$ cat config.mk
export PLATFORM = sky130hd
export DESIGN_NAME = otms_div
export DESIGN_NICKNAME = d
export VERILOG_FILES = /design/src/rtl/core/otms_pkg.sv /design/src/rtl/core/otms_div.sv
export SDC_FILE = /design/constraint.sdc
export NUM_CORES = 1
export LEC_CHECK = 0
export ABC_AREA = 1
export BUFFER_PORTS_ARGS = -buffer_cell sky130_fd_sc_hd__buf_2
export CORE_MARGIN = 2
export CORE_UTILIZATION = 45
export DETAILED_ROUTE_END_ITERATION = 16
export HOLD_SLACK_MARGIN = 0.06
export PLACE_DENSITY = 0.74
export SLEW_MARGIN = 20
export SYNTH_ARGS = -nofsm -noshare
export SYNTH_HDL_FRONTEND = slang
export SYNTH_SLANG_ARGS = --single-unit
$ cat constraint.sdc
create_clock -name i_clk -period 3.3 [get_ports i_clk]
set_input_delay 0 -clock i_clk [delete_from_list [all_inputs] [get_ports i_clk]]
set_output_delay 0 -clock i_clk [all_outputs]
set_load 0.02 [all_outputs]
$ cat src/rtl/core/otms_pkg.sv
// Shared types and constants for the outlier threshold unit.
package otms_pkg;

    localparam int SMP_W       = 32;
    localparam int MULT_W      = 16;
    localparam int MULT_FRAC   = 8;
    localparam logic [MULT_W-1:0] MULT_RESET = 16'd768;
    localparam int SQ_W        = 64;
    localparam int PROD_W      = 50;
    localparam int TSUM_W      = 43;

    // Sequencer states of the threshold engine.
    typedef enum logic [3:0] {
        S_IDLE,
        S_PIV,
        S_PIVW,
        S_SCAN,
        S_MDIV,
        S_MWAIT,
        S_VAR,
        S_VDIV,
        S_VWAIT,
        S_SQRT,
        S_PROD,
        S_ADD
    } t_state;

endpackage

$ cat src/rtl/core/otms_div.sv
// Restoring unsigned divider, one quotient bit per cycle.
module otms_div
    import otms_pkg::*;
#(
    parameter int DVD_W = 69,
    parameter int DVS_W = 6
) (
    input  logic             i_clk,
    input  logic             i_rst_n,
    input  logic             i_start,
    input  logic [DVD_W-1:0] i_dividend,
    input  logic [DVS_W-1:0] i_divisor,
    output logic             o_done,
    output logic [DVD_W-1:0] o_quotient
);

    localparam int STEP_W = $clog2(DVD_W + 1);

    logic             r_busy;
    logic             r_done;
    logic [STEP_W-1:0] r_step;
    logic [DVS_W-1:0] r_rem;
    logic [DVD_W-1:0] r_q;
    logic [DVS_W:0]   w_trial;
    logic             w_ge;
    logic [DVS_W:0]   w_diff;

    // Shift the next dividend bit into the partial remainder and try a subtract.
    always_comb begin
        w_trial = {r_rem, r_q[DVD_W-1]};
        w_ge    = (w_trial >= {1'b0, i_divisor});
        w_diff  = w_trial - {1'b0, i_divisor};
    end

    // Control: count the steps and flag completion for one cycle.
    always_ff @(posedge i_clk) begin
        if (!i_rst_n) begin
            r_busy <= 1'b0;
            r_done <= 1'b0;
            r_step <= '0;
        end else begin
            r_done <= 1'b0;
            if (i_start) begin
                r_busy <= 1'b1;
                r_step <= '0;
            end else if (r_busy) begin
                r_step <= r_step + 1'b1;
                if (r_step == STEP_W'(DVD_W - 1)) begin
                    r_busy <= 1'b0;
                    r_done <= 1'b1;
                end
            end
        end
    end

    // Datapath: the quotient bits replace the dividend bits as they shift out.
    always_ff @(posedge i_clk) begin
        if (i_start) begin
            r_rem <= '0;
            r_q   <= i_dividend;
        end else if (r_busy) begin
            r_rem <= w_ge ? w_diff[DVS_W-1:0] : w_trial[DVS_W-1:0];
            r_q   <= {r_q[DVD_W-2:0], w_ge};
        end
    end

    assign o_done     = r_done;
    assign o_quotient = r_q;

endmodule

==> results_dict.tcl <==
set metrics [dict create \
    crit_cells 3 \
    pwr-share-seq_pct 52.4 \
    row_count 34 \
    path_class "flop to flop" \
    async_reset_ff_share_pct 0 \
    drcViolationCount 0 \
    r2r_slack_ps 1520 \
    start_util_pct 45.9 \
    clockBufferDepth 2 \
    finalCritPeriodShare_pct 53.9 \
    die_w_um 97.6 \
    io_pins 148 \
    final-setup-viol-count 0 \
    syn_area_sq_um 3950 \
    drtIter0Drc 164 \
    wl_um 10400 \
    netlist_instances 439 \
    worstPathCellList "nor2_1 -> inv_2 -> buf_4" \
    yosysMostFrequentCell "nand2_1" \
    ys_warn_count 0 \
    io_buffers 147 \
    crit_fanout 27 \
    yosys-top-cells-count "nand2_1, edfxtp_1, inv_1, dfxtp_1, nor2_1" \
    p_sw_uw 764 \
    htree_levels 3 \
    max_slew.worst_pin.slew_ps 535 \
    rsz0062_at_grt "no" \
    drive_gt1_share_pct 26.0 \
    num_vias 3628 \
    ys_seq_area_share_pct 60.1 \
    clkPwrFrac_pct 24.9 \
    cts.sinks 84 \
    dr.pass1.iters 4 \
    numCtsBuffers 9 \
    place_hpwl_um 6800 \
    clock_latency_ps 350 \
    p_leak_uw 0.00282 \
    synth_top_area_share_pct 52.5 \
    ant_nets 0 \
    r2r_cells 3 \
    p_sw_share_pct 30.1 \
    peakVddDrop_mv 0.222 \
    avgSynthCellArea_sq_um 8.99 \
    nNetsFinal 744 \
    grt_overflow 0 \
    vias_per_cell 4.72 \
    cp_slowest_cell "inv_2" \
    finalPower_uw 2530 \
    final_max_slew_viol_count 0 \
    post-cts-setup-buffers 0 \
    synth_flop_cell "edfxtp_1" \
    critPathTopFamily "buffers and inverters" \
    diodes 0 \
    pre_cts_ws_ps 1440 \
    clk_pin_slew_ps 80 \
    p_int_uw 1770 \
    crit_arrival_ps 1790 \
    die_y_um 97.6 \
    reg2reg_to "o_quotient[61]" \
    holdCritPathClass "input pin to flop" \
    max_freq_mhz 562 \
    cts_tree "built" \
    syn-num-nets 527 \
    track_usage_pct 21.6 \
    worstPathRequired_ps 3310 \
    combPwrFrac_pct 22.7 \
    min_from "i_divisor[0]" \
    ys_top_cells_by_area "edfxtp_1, nand2_1, dfxtp_1" \
    grt_max_degree 49 \
    endpoint_kind "flop" \
    synth_seq_cells 84 \
    fin_hold_ws_ps 103 \
    grt_pass1_vias 3588 \
    r2r-start "r_busy" \
    wl_per_cell_um 13.6 \
    crit_path_end "o_quotient[61]" \
    syn2layout_area_growth_pct 43.1 \
    hold_viol_final 0 \
    period_needed_ps 1780 \
    fin_ws_ps 1520 \
    synth_cell_types 29 \
    start_kind "flop" \
    drv_cap 0 \
    synth_edf_count 69 \
    cts_root_buf "clkbuf_8" \
    clock_skew_ps 10.2 \
    dieArea_sq_um 9530 \
    max_stage_delay_ps 450 \
    fin_tns_setup_ps 0 \
    antenna_found_initial 0 \
    slew_headroom_pct 64.3 \
    worstSetupStartpoint "r_busy" \
    cp_num_buf_inv 2 \
    status "finished, final reports clean" \
    powerDensity_nw_per_um2 449 \
    grt_pass1_wl_um 16500 \
    placeableCoreArea_sq_um 8590 \
    yosys.area.top_type "edfxtp_1" \
    gp_congestion 0.874 \
]
[power groups by stage]
stage	combinational (uW)	sequential, uW	clock [uW]
3_5_place_dp	506	1350	0
5_1_grt	627	1340	690
2_1_floorplan	210	1460	0
6_report	576	1330	631
4_1_cts	570	1330	646
3_3_place_gp	498	1350	0
[per-stage QoR]
| stage | cell area, sq um | cells | utilization [%] |
|---|---|---|---|
| CTS | 5650 | 769 | 65.7 |
| global placement | 4780 | 683 | 55.7 |
| finish | 5650 | 769 | 65.7 |
| global route | 5650 | 769 | 65.7 |
| floorplan | 3950 | 439 | - |
| detailed placement | 4780 | 683 | 55.7 |
[worst register-to-register path, cell delays in order (launching register included)]
cell     delay (ps)
dfxtp_1         410
nor2_1          150
inv_2           450
buf_4           440
[cell families (layout without fill, tap and decap cells)]
| kind of cell | after synthesis | in the layout | share of synthesized area, % |
|---|---|---|---|
| fa+ha+maj | 10 | 10 | 3.36 |
| xor+xnor | 2 | 2 | 0.444 |
| flops | 84 | 84 | 60.1 |
| buf+inv | 44 | 266 | 4.34 |
| simple gates | 289 | 289 | 30.0 |
| compound gates | 10 | 10 | 1.74 |
[layout by cell type, fill, tap and decap left out, drive strengths merged]
master       netlist  layout
nand3             15      15
a21oi              4       4
nand2            244     244
fa                 1       1
nor3b              4       4
dfxtp             15      15
ha                 9       9
nor2              15      15
clkinv             0       4
a211oi             1       1
edfxtp            69      69
nand3b             3       3
inv               29      30
nand4              3       3
dlygate4sd3        0      70
clkbuf             7      11
a31oi              1       1
buf                8     151
o21bai             2       2
o211ai             1       1
or2                1       1
xor2               2       2
nor3               4       4
o21ai              1       1
[routing by layer]
metal  vias to the layer above  track usage (%)  wire [um]
li1                       1837                -          -
met1                      1630             25.9       4330
met2                       128             37.5       5230
met3                        33             3.74        510
met4                         0             10.7        371
met5                         -                0          0
[area by class of cell]
cell class | instances | area, sq um
clock buffer | 11 | 131
timing repair buffer | 221 | 1470
sequential | 84 | 2370
tap | 108 | 135
clock inverter | 5 | 30.0
fill | 706 | 2950
multi-input combinational | 311 | 1400
inverter | 29 | 109
[registers in the layout (all words and copies together), names as in the netlist]
signal / count
r_rem: 6
r_busy: 1
o_done: 1
r_step: 7
o_quotient: 69
[worst min-delay path by stage]
stage	to	depth (start not counted)
global route	r_rem[0]	5
finish	r_rem[0]	5
detailed placement	r_busy	3
global placement	r_busy	3
floorplan	r_busy	2
CTS	r_rem[0]	5
[repair_timing]
action,4_1_cts,5_1_grt
hold buffers,70,0
hold endpoints to repair,70,0
gates resized for setup,0,0
(Power assumes the default switching activity.)
